==> config.mk <==
export PLATFORM = sky130hd
export DESIGN_NAME = spwg_dac_path
export DESIGN_NICKNAME = d
export VERILOG_FILES = /design/src/rtl/spwg_pkg.sv /design/src/rtl/spwg_dac_path.sv
export SDC_FILE = /design/constraint.sdc
export NUM_CORES = 1
export LEC_CHECK = 0
export BUFFER_PORTS_ARGS = -buffer_cell sky130_fd_sc_hd__buf_4
export CAP_MARGIN = 20
export CORE_ASPECT_RATIO = 0.75
export CORE_MARGIN = 2
export CORE_UTILIZATION = 30
export CTS_CLUSTER_DIAMETER = 100
export DETAILED_ROUTE_END_ITERATION = 10
export PLACE_DENSITY = 0.44
export SYNTH_ARGS = -nofsm -noshare
export SYNTH_HDL_FRONTEND = slang
export SYNTH_SLANG_ARGS = --single-unit
==> constraint.sdc <==
create_clock -name clk -period 7.1 [get_ports clk]
set_input_delay 0.71 -clock clk [delete_from_list [all_inputs] [get_ports clk]]
set_output_delay 0.71 -clock clk [all_outputs]
set_load 0.01 [all_outputs]
==> src/rtl/spwg_pkg.sv <==
// Shared constants, types and helper functions for the sonar pulse waveform generator.
// No dependencies; every other file refers to this package by scoped names.
`timescale 1ns / 1ps
`default_nettype none

package spwg_pkg;

    // Sizing
    localparam int TABLE_ADDR_BITS = 12;
    localparam int COUNT_BITS      = 16;
    localparam int SINE_BITS       = 16;

    localparam int PHASE_BITS   = 32;
    localparam int ACC_BITS     = 48;
    localparam int ACC_FRAC     = 16;
    localparam int ACC_HALF     = ACC_BITS / 2;
    localparam int FACTOR_BITS  = 32;
    localparam int FACTOR_FRAC  = 30;
    localparam int GEO_SHIFT    = FACTOR_FRAC - ACC_HALF;
    localparam int HP_BITS      = ACC_HALF + FACTOR_BITS;
    localparam int GEO_BITS     = HP_BITS - GEO_SHIFT + 1;

    localparam int QUARTER_BITS = TABLE_ADDR_BITS - 2;
    localparam int QUARTER_SIZE = 1 << QUARTER_BITS;
    localparam int MAG_BITS     = SINE_BITS - 1;
    localparam int AMP_BITS     = 16;
    localparam int FRAC_BITS    = MAG_BITS + AMP_BITS;
    localparam int DAC_BITS     = 12;

    localparam logic [MAG_BITS-1:0] SINE_MAX = '1;

    // Quarter-wave table build
    localparam int X_BITS       = 32;
    localparam int Q30          = 30;
    localparam int PI_HALF_BITS = 31;
    localparam logic [PI_HALF_BITS-1:0] PI_HALF_Q30 = 31'd1686629713;
    localparam int TERM_BITS    = 4;
    localparam logic [TERM_BITS-1:0] TERMS = 4'd12;
    localparam int DIVISOR_BITS = 10;

    // Barker code
    localparam int CHIP_BITS       = 3;
    localparam int CHIP_COUNT_BITS = 16;
    localparam logic [CHIP_BITS-1:0] LAST_CHIP = 3'd6;
    localparam logic [7:0] BARKER_NEG_MASK = 8'h58;

    // Waveform modes
    localparam logic [1:0] MODE_LINEAR    = 2'd0;
    localparam logic [1:0] MODE_GEOMETRIC = 2'd1;
    localparam logic [1:0] MODE_BARKER    = 2'd2;

    // Register map
    localparam int CFG_INDEX_BITS = 3;
    localparam int CFG_DATA_BITS  = 48;
    localparam logic [CFG_INDEX_BITS-1:0] REG_MODE         = 3'd0;
    localparam logic [CFG_INDEX_BITS-1:0] REG_SAMPLE_COUNT = 3'd1;
    localparam logic [CFG_INDEX_BITS-1:0] REG_START_INC    = 3'd2;
    localparam logic [CFG_INDEX_BITS-1:0] REG_SLOPE        = 3'd3;
    localparam logic [CFG_INDEX_BITS-1:0] REG_FACTOR       = 3'd4;
    localparam logic [CFG_INDEX_BITS-1:0] REG_AMPLITUDE    = 3'd5;
    localparam logic [CFG_INDEX_BITS-1:0] REG_CHIP_LENGTH  = 3'd6;

    localparam logic [FACTOR_BITS-1:0] FACTOR_RESET = 32'h4000_0000;

    typedef struct packed {
        logic [1:0]                   mode;
        logic [COUNT_BITS-1:0]        sample_count;
        logic [PHASE_BITS-1:0]        start_inc;
        logic signed [ACC_BITS-1:0]   slope;
        logic [FACTOR_BITS-1:0]       factor;
        logic [AMP_BITS-1:0]          amplitude;
        logic [CHIP_COUNT_BITS-1:0]   chip_length;
    } cfg_t;

    // Per-sample control that travels beside the table read
    typedef struct packed {
        logic valid;   // sample produces a result
        logic neg;     // negate table magnitude
        logic zero;    // unused mode: force zero
        logic peak;    // quarter-wave apex, table data not used
        logic last;    // final sample of pulse
    } tap_t;

    // Taylor term divisor (2n)(2n+1)
    function automatic logic [DIVISOR_BITS-1:0] divisor(input logic [TERM_BITS-1:0] n);
        logic [DIVISOR_BITS-1:0] e;
        e = DIVISOR_BITS'({n, 1'b0});
        divisor = DIVISOR_BITS'(e * (e + 1'b1));
    endfunction

endpackage

`default_nettype wire

==> src/rtl/spwg_dac_path.sv <==
// Output pipeline: table data stage, amplitude multiply stage and DAC code
// output register, with per-stage valid/stall handling. Depends on spwg_pkg.
`timescale 1ns / 1ps
`default_nettype none

module spwg_dac_path (
    input  wire logic                              clk,
    input  wire logic                              rst_n,
    input  wire logic                              load,
    input  spwg_pkg::tap_t                         tap,
    input  wire logic [spwg_pkg::MAG_BITS-1:0]     rom_data,
    input  wire logic [spwg_pkg::AMP_BITS-1:0]     amplitude,
    input  wire logic                              out_ready,
    output logic                                   can_load,
    output logic                                   out_valid,
    output logic [spwg_pkg::DAC_BITS-1:0]          dac_code,
    output logic                                   last_sample
);

    localparam int U_BITS = spwg_pkg::FRAC_BITS + 1;
    localparam int SCALED_BITS = U_BITS + spwg_pkg::DAC_BITS;
    localparam logic [U_BITS-1:0] ONE = {1'b1, {spwg_pkg::FRAC_BITS{1'b0}}};

    spwg_pkg::tap_t                   a_tap_reg, a_tap_next;
    logic                             b_valid_reg, b_valid_next;
    logic                             b_neg_reg, b_last_reg;
    logic [spwg_pkg::FRAC_BITS-1:0]   b_prod_reg;
    logic                             o_valid_reg, o_valid_next;
    logic [spwg_pkg::DAC_BITS-1:0]    o_code_reg;
    logic                             o_last_reg;

    logic                             load_b, load_o;
    logic [spwg_pkg::MAG_BITS-1:0]    mag;
    logic [spwg_pkg::FRAC_BITS-1:0]   prod;
    logic [U_BITS-1:0]                u;
    logic [SCALED_BITS-1:0]           scaled;

    assign load_o   = b_valid_reg && (!o_valid_reg || out_ready);
    assign load_b   = a_tap_reg.valid && (!b_valid_reg || load_o);
    assign can_load = !a_tap_reg.valid || load_b;

    // |v * amplitude| < 2^FRAC_BITS, so the +-1 clamp never engages
    assign mag  = a_tap_reg.zero ? '0 : (a_tap_reg.peak ? spwg_pkg::SINE_MAX : rom_data);
    assign prod = mag * amplitude;

    // (s + 1) * 4095 / 2, truncated; stays below 4095
    assign u      = b_neg_reg ? (ONE - {1'b0, b_prod_reg}) : (ONE + {1'b0, b_prod_reg});
    assign scaled = {u, {spwg_pkg::DAC_BITS{1'b0}}} - {{spwg_pkg::DAC_BITS{1'b0}}, u};

    always_comb
    begin
        a_tap_next = a_tap_reg;
        if (load)
        begin
            a_tap_next = tap;
        end
        else if (load_b)
        begin
            a_tap_next.valid = 1'b0;
        end

        b_valid_next = b_valid_reg;
        if (load_b)
        begin
            b_valid_next = 1'b1;
        end
        else if (load_o)
        begin
            b_valid_next = 1'b0;
        end

        o_valid_next = o_valid_reg;
        if (load_o)
        begin
            o_valid_next = 1'b1;
        end
        else if (out_ready)
        begin
            o_valid_next = 1'b0;
        end
    end

    always_ff @(posedge clk or negedge rst_n)
    begin
        if (!rst_n)
        begin
            a_tap_reg   <= '0;
            b_valid_reg <= 1'b0;
            o_valid_reg <= 1'b0;
        end
        else
        begin
            a_tap_reg   <= a_tap_next;
            b_valid_reg <= b_valid_next;
            o_valid_reg <= o_valid_next;
        end
    end

    always_ff @(posedge clk)
    begin
        if (load_b)
        begin
            b_neg_reg  <= a_tap_reg.neg;
            b_last_reg <= a_tap_reg.last;
            b_prod_reg <= prod;
        end
        if (load_o)
        begin
            o_code_reg <= scaled[SCALED_BITS-1 -: spwg_pkg::DAC_BITS];
            o_last_reg <= b_last_reg;
        end
    end

    assign out_valid   = o_valid_reg;
    assign dac_code    = o_code_reg;
    assign last_sample = o_last_reg;

endmodule

`default_nettype wire

======== Word-level counts from Yosys, hierarchy flattened ========
Index checks and enable logic that the tools add are counted.
storage, ports and cells
  bits in registers ....................... 53
  memories kept ........................... 0
  input bits .............................. 40
  ROM bits ................................ 0
  logic and storage cells ................. 36
  output and inout port bits .............. 15
  bits in writable memories ............... 0
  latch bits .............................. 0
operators by class
  equality and inequality tests ........... 0
  multiplexer cells ....................... 9
  bitwise gates (word level) .............. 0
  $add $sub $neg .......................... 3
  reductions and logical operators ........ 11
  multipliers ............................. 1
  divide/modulo/power cells ............... 0
  shift-type cells ........................ 0
  magnitude comparators ................... 0
operator list
  cell                      count
  $sub A44 B32 Y44          1
  $add A32 B31 Y32 const A  1
  $mux W32                  1
  $sub A32 B31 Y32 const A  1
  $mul A15 B16 Y31          1
  $mux W15                  2
  $mux W1                   6
  $reduce_bool A2 Y1        3
  $logic_not A1 Y1          3
  $logic_or A1 B1 Y1        3
  $logic_and A1 B1 Y1       2

======== Logic depth before layout (Yosys ltp) ========
  depth in word-level cells ............... 7
  depth in mapped cells ................... 28
  gate-level depth less buffers ........... 25

======== Least setup slack after synthesis ========
No wires, ideal clock.
  path type ............................... register to register
  start point ............................. register a_tap_reg[1] in the netlist's numbering
  end point ............................... register b_prod_reg[29] in the netlist's numbering, data pin
  stages on the path, launching flop included .. 28
  period minus slack after synthesis ...... 7.156 ns
  data arrival time ....................... 6.893 ns
  slack ................................... -0.056 ns
  data required time ...................... 6.836 ns
  path through ............................ dfrtp_1 clkbuf_1 clkbuf_1 nor2_1 nor2_1 clkbuf_1 nand2_1 fa_1 inv_1 fa_1 inv_1 fa_1 inv_1 fa_1 fa_1 inv_1 fa_1 inv_1 ha_1 a21o_1 a21oi_1 o21ai_0 a211oi_1 a21oi_1 o41ai_1 o21ai_0 a221oi_1 xnor2_1
on the way
  word-level cells in the longest chain between the ends .. 3
ends and longest elaborated chain
  item                      RTL line              text
  from (decl)               spwg_dac_path.sv:24   spwg_pkg::tap_t a_tap_reg, a_tap_next;
  from (signal assigned)    spwg_dac_path.sv:93   a_tap_reg <= a_tap_next;
  $mux W15 (2 in series)    spwg_dac_path.sv:43   assign mag = a_tap_reg.zero ? '0 : (a_tap_reg.peak ? spwg_pkg::SINE_MAX : rom_data);
  $mul A15 B16 Y31          spwg_dac_path.sv:44   assign prod = mag * amplitude;
  named net prod (one bit)  spwg_dac_path.sv:34   logic [spwg_pkg::FRAC_BITS-1:0] prod;
  to (signal assigned)      spwg_dac_path.sv:105  b_prod_reg <= prod;
  to (decl)                 spwg_dac_path.sv:27   logic [spwg_pkg::FRAC_BITS-1:0] b_prod_reg;
The timed path passes the listed nets, and every way through them passes these cells.
A chain may end at the register's enable or synchronous reset.

======== Worst setup path after layout ========
  start point ............................. register a_tap_reg[2] in the netlist's numbering
  end point ............................... register b_prod_reg[27] in the netlist's numbering, data pin
on the way
  word-level cells in the longest chain between the ends .. 2
ends and longest elaborated chain
  item                      RTL line
  $mux W15                  spwg_dac_path.sv:43
  $mul A15 B16 Y31          spwg_dac_path.sv:44
  named net prod (one bit)  spwg_dac_path.sv:34
The timed path passes the listed nets, and every way through them passes these cells.

==> summary.md <==
| Metric | Value |
|---|---|
| Required time worst endpoint | `7150 ps` |
| Routability Congestion | `0.783` |
| Via count | `8,356` |
| Reg2Reg Setup Slack | `300 ps` |
| Highest Clock Rate | `0.147 GHz` |
| Pre-CTS setup slack | `-16.7 ps` |
| CP Max Fanout | `16` |
| Worst EP arrival | `6850 ps` |
| Flops & latches, synth | `53` |
| Kind of critical path | `reg2reg` |
| Largest net degree at the start of global routing | `38` |
| Share of cells above drive strength 1 | `10.7%` |
| ANT nets after route | `0` |
| Vias per cell | `4.62` |
| Least-Margin Pin Slew | `690 ps` |
| ANT cells | `0` |
| Row count | `61` |
| HP Class | `in2async` |
| I/O pins | `55` |
| Core region area | `37,200 um2` |
| Worst-case clock buffer depth | `2` |
| Largest register FFs | `31` |
| Post-synthesis cell count | `1,239` |
| Final WL | `28.0 mm` |
| Clock net sink count | `53` |
| Fin. max-slew vios | `0` |
| Seq/Total Area, Yosys | `13.7%` |
| PnR worst setup slack | `302 ps` |
| Root Driver | `clkbuf_16` |
| Gr ovfl total | `0` |
| Area Growth Syn to Fin | `13.1%` |
| Max-Cap Viols | `0` |
| CTS Buf Count | `5` |
| Die width | `229 um` |
| Most frequent cells in the layout | `inv_1, fa_1, and2_1, nand2_1, ha_1` |
| Port Buffers | `54` |
| Minimum clock period | `6800 ps` |
| Hold bufs inserted after CTS | `0` |
| Post-Syn Area | `11,400 um2` |
| Syn nets | `1,575` |
| Reg2reg start | `a_tap_reg[2]$_DFFE_PN0P_` |
| Relative slew slack | `53.6%` |
| Starting DRC count in detailed routing | `416` |
| Fin. Hold Viols | `0` |
| R2R cell count | `23` |
| Worst Skew | `7.30 ps` |
| Initial Utilization | `30.6%` |
| Worst skew pair latency | `300 ps` |
| CTS tree | `yes` |
| YS warnings | `0` |
| Unique masters post-synth | `62` |
| FFs w/ async S/R, synth | `13.2%` |
| WL per Instance | `15.5 um` |
| RSZ-0062 raised after global routing | `no` |
| EDFF count, synth | `46` |
| CP endpoint kind | `register` |
| CP Launch Type | `register` |
| DRC Markers | `0` |
| Prevailing post-synth register cell | `edfxtp_1` |
| Drt first pass iters | `4` |
| Post_cts resized | `0` |
| Mean Syn Cell Area | `9.19 um2` |
| CTS clk-pin slew, worst paths | `70 ps` |
| Antenna violations before repair | `0` |
| Run status | `complete, no violations` |
| DPL Wire Length | `24.0 mm` |
| Max H-tree Level | `2` |
| First-pass GRT wire length | `46.7 mm` |
| Period utilization | `95.7%` |
| Final setup fails | `0` |
| NumNets Final | `1,641` |
| RR Endpoint | `b_prod_reg[27]$_DFFE_PP_` |
| Die H | `173 um` |
| Commonest non-fill, non-tap cell in the layout | `inv_1` |
| Die area | `39,600 um2` |
| GRT Total Usage | `14.5%` |
| Vias in the first global route | `8,767` |
| Post-CTS Setup Inserts | `0` |
cells in the mapped netlist, types with 2 or more instances:
library cell  instances  area share [%]
a211oi_1              7            0.46
a21o_1               24             1.6
a21oi_1              29             1.3
a221o_1               3            0.26
a221oi_1              2            0.15
a31oi_1               6            0.33
and2_1              137             7.5
and3_1                4            0.22
buf_6                 2            0.20
clkbuf_1             43             1.4
dfrtp_1               7             1.5
edfxtp_1             46              12
fa_1                180              32
ha_1                116              13
inv_1               220             7.2
mux2_2                4            0.40
mux2i_1               2            0.18
nand2_1             133             4.4
nand2b_1              7            0.38
nand3_1              15            0.66
nand3b_1              2            0.13
nand4_1               5            0.27
nand4b_1              2            0.15
nor2_1               54             1.8
nor2b_1               8            0.44
nor3_1               12            0.53
nor3b_1               2            0.13
o2111ai_1             2            0.15
o211ai_1              3            0.20
o21a_1                4            0.26
o21ai_0              28             1.2
o21bai_1              8            0.53
o31ai_1               9            0.59
o41ai_1               8            0.62
or2_2                 3            0.16
or3_1                 7            0.38
or3_4                 2            0.20
or4_1                 3            0.20
or4b_2                2            0.18
xnor2_1              46             3.5
xor2_1               21             1.6
worst max-delay path, stage by stage (launching register included):
cell,delay (ps)
dfrtp_2,520
buf_4,220
nor2_1,190
buf_12,190
nand2_1,90
fa_1,540
inv_1,50
fa_1,490
inv_1,50
fa_1,470
inv_1,60
fa_1,500
fa_1,550
inv_1,60
fa_1,530
inv_1,40
ha_1,290
nand4_1,110
or4b_2,680
a21oi_2,230
o41ai_4,100
o21ai_2,230
nor4b_1,90
a211o_1,270
through the flow:
stage	hold WS, ps	cells	setup TNS [ps]	cell area, um2	utilization, %
2_1_floorplan	400	1239	0	11400	-
3_3_place_gp	404	1802	0	12700	34.1
3_5_place_dp	413	1802	-16.7	12700	34.1
4_1_cts	219	1810	0	12900	34.5
5_1_grt	212	1810	0	12900	34.6
6_report	221	1810	0	12900	34.6
kinds of logic after synthesis:
family	after synthesis	share of synthesized area [%]
muxes	6	0.571
adders and majority gates	296	44.4
AOI/OAI and AO/OA	145	8.85
buffers and inverters	266	8.91
and+or+nand+nor	405	18.3
DFF	53	13.7
xor gates and xnor gates	68	5.29
worst max-delay path by stage:
stage                                     to                startpoint  depth (start not counted)  slack (ps)
global placement    b_prod_reg[27]$_DFFE_PP_               rom_data[5]                         25          30
CTS                 b_prod_reg[27]$_DFFE_PP_  a_tap_reg[2]$_DFFE_PN0P_                         23          80
detailed placement  b_prod_reg[27]$_DFFE_PP_               rom_data[5]                         25         -20
finish              b_prod_reg[27]$_DFFE_PP_  a_tap_reg[2]$_DFFE_PN0P_                         23         300
global route        b_prod_reg[27]$_DFFE_PP_  a_tap_reg[2]$_DFFE_PN0P_                         23         0.2
floorplan           b_prod_reg[27]$_DFFE_PP_  a_tap_reg[1]$_DFFE_PN0P_                         25          60
area by class of cell:
cell class | instances | area (um2)
Multi-Input combinational cell | 920 | 8860
Fill cell | 3990 | 24400
Inverter | 220 | 826
Clock inverter | 2 | 16.3
Sequential cell | 53 | 1560
Tap cell | 504 | 631
Clock buffer | 6 | 139
Timing Repair Buffer | 105 | 863
routing by layer:
layer,global-route usage (%),vias to the layer above,wire length (um)
met2,22.2,113,12000
met3,1.35,11,877
met5,0,-,0
li1,-,4057,-
met1,22.8,4175,14900
met4,1.49,0,186
Power is not shown: default switching activity piles up to over one toggle a cycle in this logic, so the estimate is an artifact.
