--- config.mk ---
export PLATFORM = sky130hd
export DESIGN_NAME = spwg_sine_fill
export DESIGN_NICKNAME = d
export VERILOG_FILES = /design/src/rtl/spwg_pkg.sv /design/src/rtl/spwg_sine_fill.sv
export SDC_FILE = /design/constraint.sdc
export NUM_CORES = 2
export LEC_CHECK = 0
export BUFFER_PORTS_ARGS = -buffer_cell sky130_fd_sc_hd__buf_2
export CORE_UTILIZATION = 60
export DETAILED_ROUTE_END_ITERATION = 7
export PLACE_DENSITY = 0.79
export SLEW_MARGIN = 25
export SYNTH_ARGS = -nofsm -noshare
export SYNTH_HDL_FRONTEND = slang
export SYNTH_SLANG_ARGS = --single-unit
--- constraint.sdc ---
create_clock -name clk -period 6.95 [get_ports clk]
set_input_delay 0.3475 -clock clk [delete_from_list [all_inputs] [get_ports clk]]
set_output_delay 0.3475 -clock clk [all_outputs]
set_load 0.01 [all_outputs]
--- src/rtl/spwg_pkg.sv ---
// Shared constants, types and helper functions for the sonar pulse waveform generator.
// No dependencies; every other file refers to this package by scoped names.
`timescale 1ns / 1ps
`default_nettype none

package spwg_pkg;

    // Sizing
    localparam int TABLE_ADDR_BITS = 12;
    localparam int COUNT_BITS      = 16;
    localparam int SINE_BITS       = 16;

    localparam int PHASE_BITS   = 32;
    localparam int ACC_BITS     = 48;
    localparam int ACC_FRAC     = 16;
    localparam int ACC_HALF     = ACC_BITS / 2;
    localparam int FACTOR_BITS  = 32;
    localparam int FACTOR_FRAC  = 30;
    localparam int GEO_SHIFT    = FACTOR_FRAC - ACC_HALF;
    localparam int HP_BITS      = ACC_HALF + FACTOR_BITS;
    localparam int GEO_BITS     = HP_BITS - GEO_SHIFT + 1;

    localparam int QUARTER_BITS = TABLE_ADDR_BITS - 2;
    localparam int QUARTER_SIZE = 1 << QUARTER_BITS;
    localparam int MAG_BITS     = SINE_BITS - 1;
    localparam int AMP_BITS     = 16;
    localparam int FRAC_BITS    = MAG_BITS + AMP_BITS;
    localparam int DAC_BITS     = 12;

    localparam logic [MAG_BITS-1:0] SINE_MAX = '1;

    // Quarter-wave table build
    localparam int X_BITS       = 32;
    localparam int Q30          = 30;
    localparam int PI_HALF_BITS = 31;
    localparam logic [PI_HALF_BITS-1:0] PI_HALF_Q30 = 31'd1686629713;
    localparam int TERM_BITS    = 4;
    localparam logic [TERM_BITS-1:0] TERMS = 4'd12;
    localparam int DIVISOR_BITS = 10;

    // Barker code
    localparam int CHIP_BITS       = 3;
    localparam int CHIP_COUNT_BITS = 16;
    localparam logic [CHIP_BITS-1:0] LAST_CHIP = 3'd6;
    localparam logic [7:0] BARKER_NEG_MASK = 8'h58;

    // Waveform modes
    localparam logic [1:0] MODE_LINEAR    = 2'd0;
    localparam logic [1:0] MODE_GEOMETRIC = 2'd1;
    localparam logic [1:0] MODE_BARKER    = 2'd2;

    // Register map
    localparam int CFG_INDEX_BITS = 3;
    localparam int CFG_DATA_BITS  = 48;
    localparam logic [CFG_INDEX_BITS-1:0] REG_MODE         = 3'd0;
    localparam logic [CFG_INDEX_BITS-1:0] REG_SAMPLE_COUNT = 3'd1;
    localparam logic [CFG_INDEX_BITS-1:0] REG_START_INC    = 3'd2;
    localparam logic [CFG_INDEX_BITS-1:0] REG_SLOPE        = 3'd3;
    localparam logic [CFG_INDEX_BITS-1:0] REG_FACTOR       = 3'd4;
    localparam logic [CFG_INDEX_BITS-1:0] REG_AMPLITUDE    = 3'd5;
    localparam logic [CFG_INDEX_BITS-1:0] REG_CHIP_LENGTH  = 3'd6;

    localparam logic [FACTOR_BITS-1:0] FACTOR_RESET = 32'h4000_0000;

    typedef struct packed {
        logic [1:0]                   mode;
        logic [COUNT_BITS-1:0]        sample_count;
        logic [PHASE_BITS-1:0]        start_inc;
        logic signed [ACC_BITS-1:0]   slope;
        logic [FACTOR_BITS-1:0]       factor;
        logic [AMP_BITS-1:0]          amplitude;
        logic [CHIP_COUNT_BITS-1:0]   chip_length;
    } cfg_t;

    // Per-sample control that travels beside the table read
    typedef struct packed {
        logic valid;   // sample produces a result
        logic neg;     // negate table magnitude
        logic zero;    // unused mode: force zero
        logic peak;    // quarter-wave apex, table data not used
        logic last;    // final sample of pulse
    } tap_t;

    // Taylor term divisor (2n)(2n+1)
    function automatic logic [DIVISOR_BITS-1:0] divisor(input logic [TERM_BITS-1:0] n);
        logic [DIVISOR_BITS-1:0] e;
        e = DIVISOR_BITS'({n, 1'b0});
        divisor = DIVISOR_BITS'(e * (e + 1'b1));
    endfunction

endpackage

`default_nettype wire

--- src/rtl/spwg_sine_fill.sv ---
// Post-reset sequencer that computes the quarter-wave sine table (Taylor series,
// Q30) one entry at a time and writes it into the table RAM. Depends on spwg_pkg.
`timescale 1ns / 1ps
`default_nettype none

module spwg_sine_fill (
    input  wire logic                                clk,
    input  wire logic                                rst_n,
    output logic                                     wr_en,
    output logic [spwg_pkg::QUARTER_BITS-1:0]        wr_addr,
    output logic [spwg_pkg::MAG_BITS-1:0]            wr_data,
    output logic                                     done
);

    localparam int STEP_BITS = $clog2(spwg_pkg::X_BITS);
    localparam int XPROD_BITS = spwg_pkg::PI_HALF_BITS + spwg_pkg::QUARTER_BITS;
    localparam int SPROD_BITS = spwg_pkg::X_BITS + spwg_pkg::MAG_BITS;
    localparam int SV_BITS = SPROD_BITS - spwg_pkg::Q30;

    localparam logic [2:0] ST_X     = 3'd0;
    localparam logic [2:0] ST_MUL1  = 3'd1;
    localparam logic [2:0] ST_MUL2  = 3'd2;
    localparam logic [2:0] ST_DIV   = 3'd3;
    localparam logic [2:0] ST_ACC   = 3'd4;
    localparam logic [2:0] ST_SCALE = 3'd5;
    localparam logic [2:0] ST_WRITE = 3'd6;
    localparam logic [2:0] ST_DONE  = 3'd7;

    logic [2:0]                          state_reg, state_next;
    logic [spwg_pkg::QUARTER_BITS-1:0]   r_reg, r_next;
    logic [spwg_pkg::TERM_BITS-1:0]      n_reg, n_next;
    logic [STEP_BITS-1:0]                step_reg, step_next;
    logic [spwg_pkg::X_BITS-1:0]         x_reg, x_next;
    logic [spwg_pkg::X_BITS-1:0]         t_reg, t_next;
    logic [spwg_pkg::X_BITS-1:0]         sum_reg, sum_next;
    logic [spwg_pkg::DIVISOR_BITS-1:0]   rem_reg, rem_next;
    logic [spwg_pkg::MAG_BITS-1:0]       v_reg, v_next;

    logic [XPROD_BITS-1:0]               xprod;
    logic [spwg_pkg::X_BITS-1:0]         x_init;
    logic [2*spwg_pkg::X_BITS-1:0]       mul_full;
    logic [spwg_pkg::X_BITS-1:0]         t_mul;
    logic [spwg_pkg::DIVISOR_BITS:0]     rem_sh;
    logic [spwg_pkg::DIVISOR_BITS:0]     dvs;
    logic                                quo_bit;
    logic [SPROD_BITS-1:0]               sprod;
    logic [SV_BITS-1:0]                  sv;

    // x = angle in Q30 for entry r
    assign xprod    = spwg_pkg::PI_HALF_Q30 * r_reg;
    assign x_init   = spwg_pkg::X_BITS'(xprod >> spwg_pkg::QUARTER_BITS);

    // t = (t * x) >> 30; term magnitudes stay below 2^32
    assign mul_full = t_reg * x_reg;
    assign t_mul    = spwg_pkg::X_BITS'(mul_full >> spwg_pkg::Q30);

    // restoring divide, one quotient bit per cycle, quotient shifts into t
    assign dvs      = {1'b0, spwg_pkg::divisor(n_reg)};
    assign rem_sh   = {rem_reg, t_reg[spwg_pkg::X_BITS-1]};
    assign quo_bit  = (rem_sh >= dvs);

    // round(sum * SINE_MAX / 2^30), clamped
    assign sprod    = sum_reg * spwg_pkg::SINE_MAX
                      + (SPROD_BITS'(1) << (spwg_pkg::Q30 - 1));
    assign sv       = SV_BITS'(sprod >> spwg_pkg::Q30);

    always_comb
    begin
        state_next = state_reg;
        r_next     = r_reg;
        n_next     = n_reg;
        step_next  = step_reg;
        x_next     = x_reg;
        t_next     = t_reg;
        sum_next   = sum_reg;
        rem_next   = rem_reg;
        v_next     = v_reg;
        unique case (state_reg)
            ST_X:
            begin
                x_next     = x_init;
                t_next     = x_init;
                sum_next   = x_init;
                n_next     = spwg_pkg::TERM_BITS'(1);
                state_next = ST_MUL1;
            end
            ST_MUL1:
            begin
                t_next     = t_mul;
                state_next = ST_MUL2;
            end
            ST_MUL2:
            begin
                t_next     = t_mul;
                rem_next   = '0;
                step_next  = '0;
                state_next = ST_DIV;
            end
            ST_DIV:
            begin
                t_next    = {t_reg[spwg_pkg::X_BITS-2:0], quo_bit};
                rem_next  = quo_bit ? spwg_pkg::DIVISOR_BITS'(rem_sh - dvs)
                                    : spwg_pkg::DIVISOR_BITS'(rem_sh);
                step_next = step_reg + 1'b1;
                if (step_reg == STEP_BITS'(spwg_pkg::X_BITS - 1))
                begin
                    state_next = ST_ACC;
                end
            end
            ST_ACC:
            begin
                sum_next = n_reg[0] ? (sum_reg - t_reg) : (sum_reg + t_reg);
                if (n_reg == spwg_pkg::TERMS)
                begin
                    state_next = ST_SCALE;
                end
                else
                begin
                    n_next     = n_reg + 1'b1;
                    state_next = ST_MUL1;
                end
            end
            ST_SCALE:
            begin
                v_next     = (sv > SV_BITS'(spwg_pkg::SINE_MAX))
                             ? spwg_pkg::SINE_MAX : spwg_pkg::MAG_BITS'(sv);
                state_next = ST_WRITE;
            end
            ST_WRITE:
            begin
                if (r_reg == '1)
                begin
                    state_next = ST_DONE;
                end
                else
                begin
                    r_next     = r_reg + 1'b1;
                    state_next = ST_X;
                end
            end
            ST_DONE:
            begin
                state_next = ST_DONE;
            end
        endcase
    end

    always_ff @(posedge clk or negedge rst_n)
    begin
        if (!rst_n)
        begin
            state_reg <= ST_X;
            r_reg     <= '0;
            n_reg     <= '0;
            step_reg  <= '0;
        end
        else
        begin
            state_reg <= state_next;
            r_reg     <= r_next;
            n_reg     <= n_next;
            step_reg  <= step_next;
        end
    end

    always_ff @(posedge clk)
    begin
        x_reg   <= x_next;
        t_reg   <= t_next;
        sum_reg <= sum_next;
        rem_reg <= rem_next;
        v_reg   <= v_next;
    end

    assign wr_en   = (state_reg == ST_WRITE);
    assign wr_addr = r_reg;
    assign wr_data = v_reg;
    assign done    = (state_reg == ST_DONE);

endmodule

`default_nettype wire

; ---- Word level (Yosys, flattened, before mapping)
; Cells that the tools add are included.
[op_classes]
n_mux = 12
bitwise = 1
n_reduce_logical = 7
magnitude_cmp = 2
mul = 4
add_sub_neg = 8
eq_ne = 12
[ops]
columns = op, count
row1 = $pmux 32 s3, 1
row2 = $pmux 32 s2, 1
row3 = $mul 32x31->62, 1
row4 = $add 47x30->47 const B, 1
row5 = $mul 32x15->47 const B, 1
row6 = $mul 31x10->41 const A, 1
row7 = $add 32x32->32, 1
row8 = $mux 32, 1
row9 = $sub 32x32->32, 1
row10 = $pmux 3 s8, 1
row11 = $pmux 10 s2, 1
row12 = $gt 17x15->1 const B, 1
row13 = $eq 3x3->1 const B, 4
row14 = $ge 11x10->1, 1
row15 = $add 10x1->10 const B, 1
row16 = $eq 10x10->1 const B, 1
row17 = $mux 10, 1
row18 = $pmux 5 s2, 1
row19 = $sub 10x10->10, 1
row20 = $mul 4x6->9, 1
row21 = $mux 3, 3
row22 = $pmux 4 s2, 1
row23 = $add 5x1->6 const B, 1
row24 = $eq 3x2->1 const B, 2
row25 = other kinds (13), 16
[word_totals]
word_cells = 55
reg_bits = 142
out_inout_bits = 27
in_bits = 2

; ---- Depth between registers and ports, before layout
[depth]
word_depth = 5
ltp_mapped = 29
depth_no_buf = 26

; ---- Worst setup path after synthesis
; No wires, ideal clock.
[synth_path]
path_type = register to register
start = register t_reg[7] (netlist name)
end = register t_reg[13] (netlist name), data pin
synth_period_minus_slack_ns = 7.474
t_required_ns = 6.689
n_path_buf = 2
setup_ns = 0.261
slack_ns = -0.524
path_stages_with_launch = 26
t_arrival_ns = 7.214
path_cell_list = edfxtp_1 > clkbuf_1 > clkbuf_1 > nand2_1 > fa_1 > inv_1 > fa_1 > inv_1 > fa_1 > inv_1 > fa_1 > fa_1 > fa_1 > fa_1 > fa_1 > ha_1 > a21o_1 > a211oi_2 > nor2_1 > o41a_4 > a211oi_4 > o221ai_4 > a21oi_4 > o21bai_2 > xor2_1 > a221o_1
[synth_via]
elab_chain_cells = 2
[synth_rtl]
columns = item, line
row1 = start: declaration, spwg_sine_fill.sv:34  ; logic [spwg_pkg::X_BITS-1:0] t_reg, t_next;
row2 = start signal: assignment, spwg_sine_fill.sv:169  ; t_reg <= t_next;
row3 = $mul 32x31->62, spwg_sine_fill.sv:54  ; assign mul_full = t_reg * x_reg;
row4 = $pmux 32 s3, spwg_sine_fill.sv:78  ; unique case (state_reg)
row5 = via t_next (one bit), spwg_sine_fill.sv:34
; The timed path passes the listed nets, and every way through them passes these cells.
; A chain may end at the register's enable or synchronous reset.

; ---- Worst setup path in the final report
[layout_path]
start = register t_reg[10] (netlist name)
end = register t_reg[27] (netlist name), data pin
; Same word-level chain as after synthesis.

==> flow_metrics.env <==
export IMPL_status="finished, violations left"
export IMPL_failed_checks="setup timing"
export IMPL_period_share_pct=111
export IMPL_drt_iter0_markers=3266
export IMPL_port_buffers=28
export IMPL_fin_skew_ps=17.1
export IMPL_p_leak_nw=32.6
export IMPL_ioPinCount=29
export IMPL_synth_area_um2=52700
export IMPL_timing_fmax_mhz=129
export IMPL_synth_main_ff_cell="edfxtp_1"
export IMPL_cp_max_fo=9
export IMPL_slew_violations=0
export IMPL_ir_drop_v=0.000140
export IMPL_netlist_instances=5535
export IMPL_ys_ff_latch=142
export IMPL_rsz0062_at_grt="true"
export IMPL_htree_num_levels=4
export IMPL_grt_pass1_wl_mm=245
export IMPL_clkSlewWorstSetupHoldPaths_ps=80
export IMPL_r2r_setup_slack_ps=-790
export IMPL_die_h_um=298
export IMPL_endpoint_kind="flip-flop"
export IMPL_first_global_vias=44100
export IMPL_cpMostUsedCell="fa_1"
export IMPL_pwr_density_cell_nw_per_um2=32.0
export IMPL_hold_class="in -> async"
export IMPL_fin_util_pct=68.7
export IMPL_syn_avg_cell_area_um2=9.52
export IMPL_cts_tree="done"
export IMPL_worstMarginPinSlew_ps=1220
export IMPL_route_detailed_drc=0
export IMPL_finalSetupViolations=32
export IMPL_num_rows=108
export IMPL_grt_overflow=0
export IMPL_grt_max_degree=41
export IMPL_synthTopCellsByCount="inv_1, fa_1, nand2_1"
export IMPL_setup_ws_ps=-788
export IMPL_async_flop_share_pct=15.5
export IMPL_clock_root_buffer="clkbuf_16"
export IMPL_clock_path_buffers=2
export IMPL_slowest_delay_ps=570
export IMPL_setup_tns_ps=-20080
export IMPL_drive_gt1_share_pct=13.8
export IMPL_cap_violations=0
export IMPL_syn2layout_area_growth_pct=13.3
export IMPL_synth_top_area_share_pct=45.1
export IMPL_via_count=40500
export IMPL_synth_warnings=0
export IMPL_crit_required_ps=7310
export IMPL_slowest_stage="fa_1"
export IMPL_synth_cell_types=98
export IMPL_die_area_um2=89000
export IMPL_synthesis_nets=7267
export IMPL_track_usage_pct=36.3
export IMPL_ant_nets=0
export IMPL_clock_sinks=142
export IMPL_core_area_um2=86900
export IMPL_period_minus_slack_ps=7740
export IMPL_clkLatencyLatePin_ps=500
export IMPL_die_width_um=298
export IMPL_startpoint_type="flip-flop"
export IMPL_critical_path_class="reg -> reg"
export IMPL_hold_violations=0
export IMPL_routedWlPerCell_um=22.1
export IMPL_cp_arrival_ps=8100
export IMPL_numCtsBuffers=17
export IMPL_synth_area_top_cells="fa_1, ha_1, inv_1, edfxtp_1, and2_1"
export IMPL_maxSlewHeadroom_pct=17.8
export IMPL_gp_congestion=1.02
export IMPL_antenna_found_initial=9
export IMPL_seq_area_frac_synth_pct=7.88
export IMPL_dp_hpwl_mm=130
export IMPL_yosysMostFrequentCell="inv_1"
export IMPL_synth_edf_count=120
export IMPL_drt_pass1_iterations=6
export IMPL_via_per_inst=5.76
export IMPL_initial_core_util_pct=60.6
export IMPL_fillCellCount=6312
export IMPL_nets=7583
export IMPL_drt_wl_total_mm=156
export IMPL_yosysTopAreaCell="fa_1"
[cells by family (layout without fill, tap and decap cells)]
group | after synthesis | count (layout) | synth area share [%]
simple gates | 1453 | 1453 | 13.9
fa+ha+maj | 1730 | 1730 | 58.0
mux | 8 | 8 | 0.157
buf+inv | 1536 | 1865 | 11.1
other cells | 0 | 4 | 0
flops | 142 | 142 | 7.88
compound gates | 507 | 507 | 6.40
xor+xnor | 159 | 159 | 2.64
[path summary, 6_finish.rpt]
kind,cells past startpoint,start,to
worst min-delay path,2,rst_n,wr_addr[9]
min in group clk,1,step_reg[4],step_reg[4]
max in group asynchronous,2,rst_n,wr_addr[0]
worst min register to register,1,step_reg[4],step_reg[4]
worst max register to register,30,t_reg[10],t_reg[27]
worst max-delay path,30,t_reg[10],t_reg[27]
[worst max-delay path: cells and delay by family, from the launching register on]
kind	cells	cell delay, ps
AO/OA/AOI/OAI	6	1080
AND/OR/NAND/NOR	4	520
XOR/XNOR	1	160
adder cells (fa/ha/maj)	9	4260
flip-flops	1	430
buffers and inverters	10	1120
[layout make-up]
| type | count | area, µm² | share of cell area (%) |
|---|---|---|---|
| diodes | 4 | 10.0 | 0.0168 |
| clock buffers | 17 | 425 | 0.713 |
| inverters | 1275 | 4790 | 8.02 |
| flip-flops and latches | 142 | 4160 | 6.96 |
| clock inverters | 15 | 171 | 0.287 |
| well taps | 1155 | 1450 | 2.42 |
| repair buffers | 558 | 4950 | 8.29 |
| multi-input cells | 3857 | 43800 | 73.3 |
[metal layers]
layer	track usage [%]	part of all wire (%)
met4	21.6	7.2
met3	7.95	10
met5	0	0.040
met1	45.2	36
met2	58.6	46
[stage by stage]
stage                     instances  cell area [µm²]  total power, mW  setup slack [ps]  hold slack, ps
after floorplan                5535            53100            0.930              -292            51.9
after global placement         6917            57500            0.933              -849             374
after detailed placement       6917            57500            0.933              -947             381
after CTS                      6988            59100             1.92              -758             477
after global routing           7019            59700             1.95              -979             531
final                          7023            59700             1.91              -788             518
[cell usage in the layout (no fill, tap or decap), types with 15 or more instances in the layout]
cell,synthesis,final
ha_1,544,528
a31oi_1,19,16
nand3_1,34,33
buf_6,3,39
dfrtp_1,22,21
inv_1,1274,1260
o21ai_1,6,19
and2_1,530,516
nor2_1,118,113
and3_1,29,29
clkbuf_16,0,17
buf_4,6,435
o21ai_0,103,79
a21oi_1,156,137
xnor2_1,111,95
edfxtp_1,120,120
nand2b_1,31,31
ha_4,0,15
a21o_1,78,78
buf_12,0,54
fa_1,1186,1150
xor2_1,48,47
nand2_1,599,594
nand4_1,19,19
nor3_1,30,24
buf_2,3,28
a21oi_2,5,19
fa_2,0,36
[where the power goes]
part	internal, mW	leakage (nW)	switching, mW
Sequential	0.911	1.38	0
Combinational	0.000577	31.0	0.00332
Clock	0.512	0.290	0.487
Total	1.42	32.6	0.490
[timing repair]
item / 4_1_cts / 5_1_grt
hold buffers: 1 / 0
cloned: 0 / 0
buffers inserted: 40 / 33
hold endpoints to repair: 22 / 0
resized for setup: 159 / 82
endpoints found under the setup margin: 32 / 46
pin swaps: 108 / 57
No activity file was read; power rests on OpenSTA's default activity.
