==> config.mk <==
export PLATFORM = sky130hd
export DESIGN_NAME = spwg_phase_core
export DESIGN_NICKNAME = d
export VERILOG_FILES = /design/src/rtl/spwg_pkg.sv /design/src/rtl/spwg_phase_core.sv
export SDC_FILE = /design/constraint.sdc
export NUM_CORES = 2
export LEC_CHECK = 0
export BUFFER_PORTS_ARGS = -buffer_cell sky130_fd_sc_hd__buf_2
export CORE_AREA = 2 2 279 391
export CTS_CLUSTER_DIAMETER = 60
export CTS_CLUSTER_SIZE = 16
export DETAILED_ROUTE_END_ITERATION = 8
export DIE_AREA = 0 0 281 393
export HOLD_SLACK_MARGIN = 0.05
export PLACE_DENSITY = 0.85
export SYNTH_ARGS = -nofsm -noshare
export SYNTH_HDL_FRONTEND = slang
export SYNTH_SLANG_ARGS = --single-unit
==> constraint.sdc <==
create_clock -name clk -period 17.5 [get_ports clk]
set_input_delay 1.75 -clock clk [delete_from_list [all_inputs] [get_ports clk]]
set_output_delay 1.75 -clock clk [all_outputs]
set_load 0.02 [all_outputs]
==> src/rtl/spwg_pkg.sv <==
// Shared constants, types and helper functions for the sonar pulse waveform generator.
// No dependencies; every other file refers to this package by scoped names.
`timescale 1ns / 1ps
`default_nettype none

package spwg_pkg;

    // Sizing
    localparam int TABLE_ADDR_BITS = 12;
    localparam int COUNT_BITS      = 16;
    localparam int SINE_BITS       = 16;

    localparam int PHASE_BITS   = 32;
    localparam int ACC_BITS     = 48;
    localparam int ACC_FRAC     = 16;
    localparam int ACC_HALF     = ACC_BITS / 2;
    localparam int FACTOR_BITS  = 32;
    localparam int FACTOR_FRAC  = 30;
    localparam int GEO_SHIFT    = FACTOR_FRAC - ACC_HALF;
    localparam int HP_BITS      = ACC_HALF + FACTOR_BITS;
    localparam int GEO_BITS     = HP_BITS - GEO_SHIFT + 1;

    localparam int QUARTER_BITS = TABLE_ADDR_BITS - 2;
    localparam int QUARTER_SIZE = 1 << QUARTER_BITS;
    localparam int MAG_BITS     = SINE_BITS - 1;
    localparam int AMP_BITS     = 16;
    localparam int FRAC_BITS    = MAG_BITS + AMP_BITS;
    localparam int DAC_BITS     = 12;

    localparam logic [MAG_BITS-1:0] SINE_MAX = '1;

    // Quarter-wave table build
    localparam int X_BITS       = 32;
    localparam int Q30          = 30;
    localparam int PI_HALF_BITS = 31;
    localparam logic [PI_HALF_BITS-1:0] PI_HALF_Q30 = 31'd1686629713;
    localparam int TERM_BITS    = 4;
    localparam logic [TERM_BITS-1:0] TERMS = 4'd12;
    localparam int DIVISOR_BITS = 10;

    // Barker code
    localparam int CHIP_BITS       = 3;
    localparam int CHIP_COUNT_BITS = 16;
    localparam logic [CHIP_BITS-1:0] LAST_CHIP = 3'd6;
    localparam logic [7:0] BARKER_NEG_MASK = 8'h58;

    // Waveform modes
    localparam logic [1:0] MODE_LINEAR    = 2'd0;
    localparam logic [1:0] MODE_GEOMETRIC = 2'd1;
    localparam logic [1:0] MODE_BARKER    = 2'd2;

    // Register map
    localparam int CFG_INDEX_BITS = 3;
    localparam int CFG_DATA_BITS  = 48;
    localparam logic [CFG_INDEX_BITS-1:0] REG_MODE         = 3'd0;
    localparam logic [CFG_INDEX_BITS-1:0] REG_SAMPLE_COUNT = 3'd1;
    localparam logic [CFG_INDEX_BITS-1:0] REG_START_INC    = 3'd2;
    localparam logic [CFG_INDEX_BITS-1:0] REG_SLOPE        = 3'd3;
    localparam logic [CFG_INDEX_BITS-1:0] REG_FACTOR       = 3'd4;
    localparam logic [CFG_INDEX_BITS-1:0] REG_AMPLITUDE    = 3'd5;
    localparam logic [CFG_INDEX_BITS-1:0] REG_CHIP_LENGTH  = 3'd6;

    localparam logic [FACTOR_BITS-1:0] FACTOR_RESET = 32'h4000_0000;

    typedef struct packed {
        logic [1:0]                   mode;
        logic [COUNT_BITS-1:0]        sample_count;
        logic [PHASE_BITS-1:0]        start_inc;
        logic signed [ACC_BITS-1:0]   slope;
        logic [FACTOR_BITS-1:0]       factor;
        logic [AMP_BITS-1:0]          amplitude;
        logic [CHIP_COUNT_BITS-1:0]   chip_length;
    } cfg_t;

    // Per-sample control that travels beside the table read
    typedef struct packed {
        logic valid;   // sample produces a result
        logic neg;     // negate table magnitude
        logic zero;    // unused mode: force zero
        logic peak;    // quarter-wave apex, table data not used
        logic last;    // final sample of pulse
    } tap_t;

    // Taylor term divisor (2n)(2n+1)
    function automatic logic [DIVISOR_BITS-1:0] divisor(input logic [TERM_BITS-1:0] n);
        logic [DIVISOR_BITS-1:0] e;
        e = DIVISOR_BITS'({n, 1'b0});
        divisor = DIVISOR_BITS'(e * (e + 1'b1));
    endfunction

endpackage

`default_nettype wire

==> src/rtl/spwg_phase_core.sv <==
// Per-sample state update: phase and increment recurrences for the three
// waveform modes, pulse and chip counting, table address folding.
// Depends on spwg_pkg.
`timescale 1ns / 1ps
`default_nettype none

module spwg_phase_core (
    input  wire logic                              clk,
    input  wire logic                              rst_n,
    input  spwg_pkg::cfg_t                         cfg,
    input  wire logic                              item_accept,
    input  wire logic                              restart,
    output logic [spwg_pkg::QUARTER_BITS-1:0]      rom_addr,
    output spwg_pkg::tap_t                         tap
);

    logic [spwg_pkg::PHASE_BITS-1:0]      phase_reg, phase_next, phase_e;
    logic [spwg_pkg::ACC_BITS-1:0]        inc_reg, inc_next, inc_e;
    logic [spwg_pkg::COUNT_BITS-1:0]      idx_reg, idx_next, idx_e;
    logic [spwg_pkg::CHIP_COUNT_BITS-1:0] chip_cnt_reg, chip_cnt_next, chip_cnt_e;
    logic [spwg_pkg::CHIP_BITS-1:0]       chip_reg, chip_next, chip_e;
    logic                                 active_reg, active_next, active_e;

    logic [spwg_pkg::CHIP_COUNT_BITS-1:0] chip_len;
    logic [spwg_pkg::CHIP_COUNT_BITS-1:0] chip_cnt_inc;
    logic [spwg_pkg::COUNT_BITS:0]        idx_inc;
    logic                                 last;
    logic [spwg_pkg::PHASE_BITS-1:0]      read_phase;
    logic                                 barker_neg;
    logic                                 unused_mode;

    // geometric increment scale, split into two 24 x 32 products
    logic [spwg_pkg::ACC_HALF-1:0]        geo_ah, geo_al;
    logic [spwg_pkg::HP_BITS-1:0]         geo_hp, geo_lp;
    logic [spwg_pkg::HP_BITS:0]           geo_low;
    logic [spwg_pkg::GEO_BITS-1:0]        geo_sum;
    logic [spwg_pkg::ACC_BITS-1:0]        geo_inc;

    logic [spwg_pkg::TABLE_ADDR_BITS-1:0] tbl_addr;
    logic [1:0]                           quad;
    logic [spwg_pkg::QUARTER_BITS-1:0]    tbl_r;

    assign geo_ah  = inc_e[spwg_pkg::ACC_BITS-1:spwg_pkg::ACC_HALF];
    assign geo_al  = inc_e[spwg_pkg::ACC_HALF-1:0];
    assign geo_hp  = geo_ah * cfg.factor;
    assign geo_lp  = geo_al * cfg.factor;
    assign geo_low = {geo_hp[spwg_pkg::GEO_SHIFT-1:0], {spwg_pkg::ACC_HALF{1'b0}}}
                     + geo_lp;
    assign geo_sum = spwg_pkg::GEO_BITS'(geo_hp >> spwg_pkg::GEO_SHIFT)
                     + spwg_pkg::GEO_BITS'(geo_low >> spwg_pkg::FACTOR_FRAC);
    // saturate at full scale of the accumulator
    assign geo_inc = (|geo_sum[spwg_pkg::GEO_BITS-1:spwg_pkg::ACC_BITS])
                     ? '1 : geo_sum[spwg_pkg::ACC_BITS-1:0];

    always_comb
    begin
        // restart reloads the pulse before the step is taken
        phase_e    = phase_reg;
        inc_e      = inc_reg;
        idx_e      = idx_reg;
        chip_cnt_e = chip_cnt_reg;
        chip_e     = chip_reg;
        active_e   = active_reg;
        if (restart)
        begin
            phase_e    = '0;
            inc_e      = {cfg.start_inc, {spwg_pkg::ACC_FRAC{1'b0}}};
            idx_e      = '0;
            chip_cnt_e = '0;
            chip_e     = '0;
            active_e   = (cfg.sample_count != '0);
        end

        chip_len     = (cfg.chip_length == '0) ? spwg_pkg::CHIP_COUNT_BITS'(1)
                                               : cfg.chip_length;
        chip_cnt_inc = chip_cnt_e + 1'b1;
        idx_inc      = {1'b0, idx_e} + 1'b1;
        last         = (idx_inc >= {1'b0, cfg.sample_count});

        phase_next    = phase_e;
        inc_next      = inc_e;
        idx_next      = idx_e;
        chip_cnt_next = chip_cnt_e;
        chip_next     = chip_e;
        active_next   = active_e;
        read_phase    = phase_e;
        barker_neg    = 1'b0;
        unused_mode   = 1'b0;

        if (active_e)
        begin
            unique case (cfg.mode)
                spwg_pkg::MODE_LINEAR:
                begin
                    // sample, then phase += inc, then inc += slope
                    phase_next = phase_e
                                 + inc_e[spwg_pkg::ACC_BITS-1 -: spwg_pkg::PHASE_BITS];
                    inc_next   = inc_e + $unsigned(cfg.slope);
                end
                spwg_pkg::MODE_GEOMETRIC:
                begin
                    // scale (not on sample zero), phase += inc, then sample
                    inc_next   = (idx_e != '0) ? geo_inc : inc_e;
                    phase_next = phase_e
                                 + inc_next[spwg_pkg::ACC_BITS-1 -: spwg_pkg::PHASE_BITS];
                    read_phase = phase_next;
                end
                spwg_pkg::MODE_BARKER:
                begin
                    barker_neg = spwg_pkg::BARKER_NEG_MASK[chip_e];
                    phase_next = phase_e + cfg.start_inc;
                    // last chip runs to the end of the pulse
                    if (chip_e < spwg_pkg::LAST_CHIP)
                    begin
                        if (chip_cnt_inc >= chip_len)
                        begin
                            chip_cnt_next = '0;
                            chip_next     = chip_e + 1'b1;
                        end
                        else
                        begin
                            chip_cnt_next = chip_cnt_inc;
                        end
                    end
                end
                default:
                begin
                    // unused mode: mid-scale output, phase frozen
                    unused_mode = 1'b1;
                end
            endcase
            idx_next    = idx_inc[spwg_pkg::COUNT_BITS-1:0];
            active_next = !last;
        end
    end

    // fold the full-wave address onto the quarter table
    assign tbl_addr = read_phase[spwg_pkg::PHASE_BITS-1 -: spwg_pkg::TABLE_ADDR_BITS];
    assign quad     = tbl_addr[spwg_pkg::TABLE_ADDR_BITS-1 -: 2];
    assign tbl_r    = tbl_addr[spwg_pkg::QUARTER_BITS-1:0];
    assign rom_addr = quad[0] ? (spwg_pkg::QUARTER_BITS'(0) - tbl_r) : tbl_r;

    assign tap.valid = active_e;
    assign tap.neg   = quad[1] ^ barker_neg;
    assign tap.zero  = unused_mode;
    assign tap.peak  = quad[0] && (tbl_r == '0);
    assign tap.last  = last;

    always_ff @(posedge clk or negedge rst_n)
    begin
        if (!rst_n)
        begin
            phase_reg    <= '0;
            inc_reg      <= '0;
            idx_reg      <= '0;
            chip_cnt_reg <= '0;
            chip_reg     <= '0;
            active_reg   <= 1'b0;
        end
        else if (item_accept)
        begin
            phase_reg    <= phase_next;
            inc_reg      <= inc_next;
            idx_reg      <= idx_next;
            chip_cnt_reg <= chip_cnt_next;
            chip_reg     <= chip_next;
            active_reg   <= active_next;
        end
    end

endmodule

`default_nettype wire

=== Yosys cells after proc, flatten, opt, wreduce, memory -nomap -nowiden ===
Memory sizes are Yosys's and may differ from the RTL's.
Cells that the tools add are included.

* Register bits: 116
* Bits in latches: 0
* Memory bits (writable): 0
* Bits in read-only memories: 8
* Output and inout port bits: 15
* Logic and storage cells: 66
* Memories kept: 1

{| class="wikitable"
|+ Memory list
! name !! depth !! bits a word !! read ports !! clocked after memory_dff !! write ports !! RTL line !! source
|-
| (no name shown) || 8 || 1 || 1 || 0 || 0 || spwg_phase_core.sv:110 || <nowiki>barker_neg = spwg_pkg::BARKER_NEG_MASK[chip_e];</nowiki>
|}

* Add/subtract/negate cells: 10
* Multiply operators: 2
* Div/mod/pow operators: 0
* Magnitude comparators: 4
* Equality and inequality tests: 2
* Shift operators: 0
* Muxes and demuxes: 31
* Bitwise logic cells: 1
* Reductions and logical operators: 9

{| class="wikitable"
|+ Operators by type and width
! kind !! count
|-
| 2-to-1 mux 48 bit || 4
|-
| 2-to-1 mux 16 bit || 8
|-
| 2-to-1 mux 32 bit || 4
|-
| multiplier 24 x 32 -> 56 bit || 2
|-
| adder 32 bit || 3
|-
| case mux 32 bit (3 select lines) || 1
|-
| case mux 48 bit (2 select lines) || 1
|-
| adder 30 x 56 -> 57 bit || 1
|-
| adder 50 x 27 -> 51 bit || 1
|-
| adder 48 bit || 1
|-
| nonzero test 16 bit || 2
|-
| adder 16 x 1 -> 17 bit, second input constant || 1
|-
| >= comparator 17 x 16 -> 1 bit || 1
|-
| adder 16 x 1 -> 16 bit, second input constant || 1
|-
| >= comparator 16 bit || 1
|-
| zero test 16 bit || 1
|-
| 2-to-1 mux 3 bit || 5
|-
| zero test 10 bit || 1
|-
| 2-to-1 mux 10 bit || 1
|-
| subtractor 1 x 10 -> 10 bit, first input constant || 1
|-
| 2-to-1 mux 1 bit || 7
|-
| OR reduction 3 bit || 2
|-
| < comparator 3 x 4 -> 1 bit, second input constant || 1
|-
| adder 3 x 1 -> 3 bit, second input constant || 1
|-
| 7 further kinds || 7
|}

=== Longest topological paths before layout ===
* Depth after elaboration: 12
* Gate-level depth with buffers: 66
* Depth with buffers taken out: 58

=== Worst setup path before layout ===
Ideal clock, no wire load.

* Kind: input to output
* Start: in restart
* End: out tap[3] (netlist name)
* Arrival time: 16,882 ps
* Setup slack: -1,132 ps
* Stages on the path: 60
* Buffers on the path: 7
* Cells stage by stage: clkbuf_1 -> buf_1 -> buf_1 -> clkbuf_1 -> mux2_2 -> clkbuf_1 -> nand2_1 -> fa_1 -> fa_1 -> inv_1 -> ha_1 -> fa_1 -> fa_1 -> fa_1 -> fa_1 -> fa_1 -> inv_1 -> fa_1 -> [... 24 more ...] -> buf_6 -> buf_4 -> a21oi_1 -> ha_1 -> a21o_1 -> a21o_1 -> a2111oi_0 -> o31ai_1 -> a2111oi_0 -> o211ai_1 -> a31oi_1 -> a21o_1 -> nor2_1 -> a211oi_1 -> nand2_1 -> o221ai_1 -> nor2_1 -> xnor2_1

{| class="wikitable"
|+ RTL lines
! item !! RTL line !! source
|-
| start: declaration || spwg_phase_core.sv:12 || <nowiki>input wire logic restart,</nowiki>
|-
| end: declaration || spwg_phase_core.sv:14 || <nowiki>output spwg_pkg::tap_t tap</nowiki>
|}

==> metrics.cfg <==
[yosys]
synth_sequential_area_ratio_pct=4.56
synth_top_area_share_pct=41.7
synth_common_cells=1438 x sky130_fd_sc_hd__inv_1, 1326 x sky130_fd_sc_hd__fa_1, 1165 x sky130_fd_sc_hd__nand2_1
synth-compound-area-share_pct=10.0
synthesis.yosys.warnings=0
synth_most_common_cell=sky130_fd_sc_hd__inv_1
synth-main-ff-cell=sky130_fd_sc_hd__dfrtp_1
postSynthNetCount=9480
synth_top_family_by_area=adder cells
async_flop_share_pct=100
synthXorXnorAreaFrac_pct=3.30
synth_enable_flop_cells=0
synthesis.area_um2=63700
netlist-cell-type-count=91
post_synthesis_sequential_element_count=116
yosys_top_cell_by_area=sky130_fd_sc_hd__fa_1
synth_fa_ha_area_share_pct=52.7
syn_area_per_cell_um2=8.57
netlist_top_cells_area=sky130_fd_sc_hd__fa_1 42%, sky130_fd_sc_hd__ha_1 11%, sky130_fd_sc_hd__inv_1 8.5%
synthMuxAreaShare_pct=1.08
synth_simple_gate_area_share_pct=17.4
post_synth_inst_count=7427

[min_path]
holdCritPathClass=flip-flop to flip-flop

[cts]
clk_pin_slew_ps=60
cts_tree=built
root_buffer=sky130_fd_sc_hd__clkbuf_16
max_h_tree_level=4
cts_made_buffers=17
clk_path_buf_depth=2
cts_sinks=116
number_of_hold_buffers_added_after_cts=0
clk-insertion-delay-late_ps=470

[die]
io_pins=181
fp.coreArea_um2=107000
die_h_um=393
die-width_um=281
dieArea_um2=110000
initial_core_util_pct=59.6
std_cell_rows=142

[drt]
detail_route.vias_per_cell=6.07
post-route-drc-count=0
route.final.wire_length_mm=198
wl_per_cell_um=21.5
detailedRoute.firstIterationViolations=4524
detail-route-antenna-nets=0
dr_total_vias=55700
first_pass_iters=8

[sta]
report.final.slew_viol_count=0
max_freq_mhz=57.9
worst-slew-pin-transition_ps=1170
worst_clock_skew_ps=13.4
layout_worst_path_cycle_share_pct=98.7
timing_hold_violations_final=0
setup_viol=0
finalWorstPathRequiredPeriod_ps=17280
rsz0062_at_grt=yes
whs_ps=482
slew-limit-headroom_pct=21.4

[grt]
grt_pass1_vias=61100
grt_overflow_total=0
initial_antenna_violation_count=17
grt_usage_pct=36.4
pin_count_of_the_biggest_net_entering_global_routing=63
grt_first_pass_wirelength_mm=312

[critical_path]
cp-startpoint=restart
setup.worst_path.end=tap[3]
worstReg2RegStart=inc_reg[0]
critical_path_required_ps=15750
crit_top_cell=sky130_fd_sc_hd__buf_4
worst_path_max_delay_cell=sky130_fd_sc_hd__or4_4
startpoint_type=primary input
critical_path_class=primary input to output port
reg2regPathDepth=62
critPathCaptureType=output port
critPathMaxStageDelay_ps=600
worst_r2r_dst=phase_reg[31]
ff2ff_setup_slack_ps=3570
arrival_ps=15530
largest_fanout_of_any_net_on_the_critical_path=26

[placed_design]
portBuffers=164
dp_hpwl_mm=159
gp_congestion=1.02
placedInstanceArea_um2=68800

[final_layout]
final-seq-area_um2=2900
multi_input_comb_area_um2=54700
proportion_of_layout_cells_with_a_drive_suffix_above_1_pct=12.1
final.fill_count=8024
final_nets=9765
largest_register_ffs=48
final_non_filler_cell_area_um2=70600
syn2layout_area_growth_pct=10.9

[flow_run]
drv.max_cap_violation_count=0

[outcome]
status=complete, no violations

-- cell families after synthesis --
| kind of cell | Yosys count |
|---|---|
| xor gates and xnor gates | 239 |
| buffers and inverters | 1852 |
| adders and majority gates | 1887 |
| and+or+nand+nor | 2325 |
| muxes | 63 |
| AOI/OAI and AO/OA | 945 |
| DFF | 116 |
-- cell type report --
class                   instances  share of cell area [%]
repair buffers                680                    7.44
clock buffers                  20                   0.661
multi-input cells            5459                    77.4
diodes                         10                  0.0354
flip-flops and latches        116                    4.11
inverters                    1438                    7.65
well taps                    1440                    2.55
clock inverters                12                   0.133
-- stage by stage --
stage / util (%) / setup TNS (ps) / std cells / setup WS [ps]
floorplan: - / 0 / 7427 / 0.403
global placement: 64.4 / -4590 / 9096 / -555
detailed placement: 64.4 / -7440 / 9096 / -827
CTS: 65.2 / 0 / 9133 / 23.9
global route: 66.1 / -931 / 9166 / -152
finish: 66.1 / 0 / 9175 / 219
-- timing repair --
| action | 4_1_cts | 5_1_grt |
|---|---|---|
| setup endpoints to repair | 12 | 12 |
| pin swaps | 24 | 75 |
| gates resized for setup | 40 | 135 |
| buffers inserted | 5 | 31 |
| cloned | 0 | 4 |
-- placed cells by master, fill, tap and decap left out, types with 24 or more instances in the layout --
master                     synthesis  layout
sky130_fd_sc_hd__fa_1           1326    1321
sky130_fd_sc_hd__nand4_1          45      45
sky130_fd_sc_hd__xor2_1           97      94
sky130_fd_sc_hd__a21o_1          150     150
sky130_fd_sc_hd__ha_1            561     548
sky130_fd_sc_hd__xnor2_1         141     130
sky130_fd_sc_hd__a31oi_1          26      24
sky130_fd_sc_hd__o21bai_1         32      30
sky130_fd_sc_hd__nand3_1          55      55
sky130_fd_sc_hd__buf_4             4     467
sky130_fd_sc_hd__nor2_1          212     204
sky130_fd_sc_hd__dfrtp_1         116     116
sky130_fd_sc_hd__nand2b_1         28      27
sky130_fd_sc_hd__a21oi_1         267     249
sky130_fd_sc_hd__nand2_1        1165    1160
sky130_fd_sc_hd__inv_1          1438    1430
sky130_fd_sc_hd__o21a_1           26      26
sky130_fd_sc_hd__buf_2             4     157
sky130_fd_sc_hd__and2_1          517     516
sky130_fd_sc_hd__o21ai_0         146     142
sky130_fd_sc_hd__nor2b_1         150     132
sky130_fd_sc_hd__nor3_1           44      41
sky130_fd_sc_hd__and3_1           30      29
sky130_fd_sc_hd__a22o_1           46      46
sky130_fd_sc_hd__mux2_2           39      35
sky130_fd_sc_hd__buf_12            0      28
-- worst min path at each step --
stage	start	end	slack (ps)	cells after the start
3_3_place_gp	inc_reg[9]	inc_reg[9]	450	2
3_5_place_dp	inc_reg[14]	inc_reg[14]	460	2
2_1_floorplan	inc_reg[14]	inc_reg[14]	440	2
4_1_cts	inc_reg[11]	inc_reg[11]	480	2
5_1_grt	phase_reg[1]	phase_reg[1]	500	2
6_report	phase_reg[1]	phase_reg[1]	480	2
-- critical path, delay by kind of cell --
kind                     cells  cell delay, ps
XOR/XNOR                     1             190
AND/OR/NAND/NOR              8            1600
buffers and inverters       16            2350
adder cells (fa/ha/maj)     10            4390
multiplexers                 1             300
AO/OA/AOI/OAI               27            4860
-- metal layers --
| layer | share of wire, % | up-vias | global-route usage [%] |
|---|---|---|---|
| met3 | 9.7 | 1143 | 8.64 |
| met4 | 9.3 | 10 | 28.8 |
| met5 | 0.034 | - | 0 |
| li1 | - | 23500 | - |
| met1 | 32 | 27700 | 38.8 |
| met2 | 49 | 3358 | 62.0 |
Power is left out: the tool's default activity adds up to more than one toggle a clock period on the data nets, which glitch-free logic cannot reach.
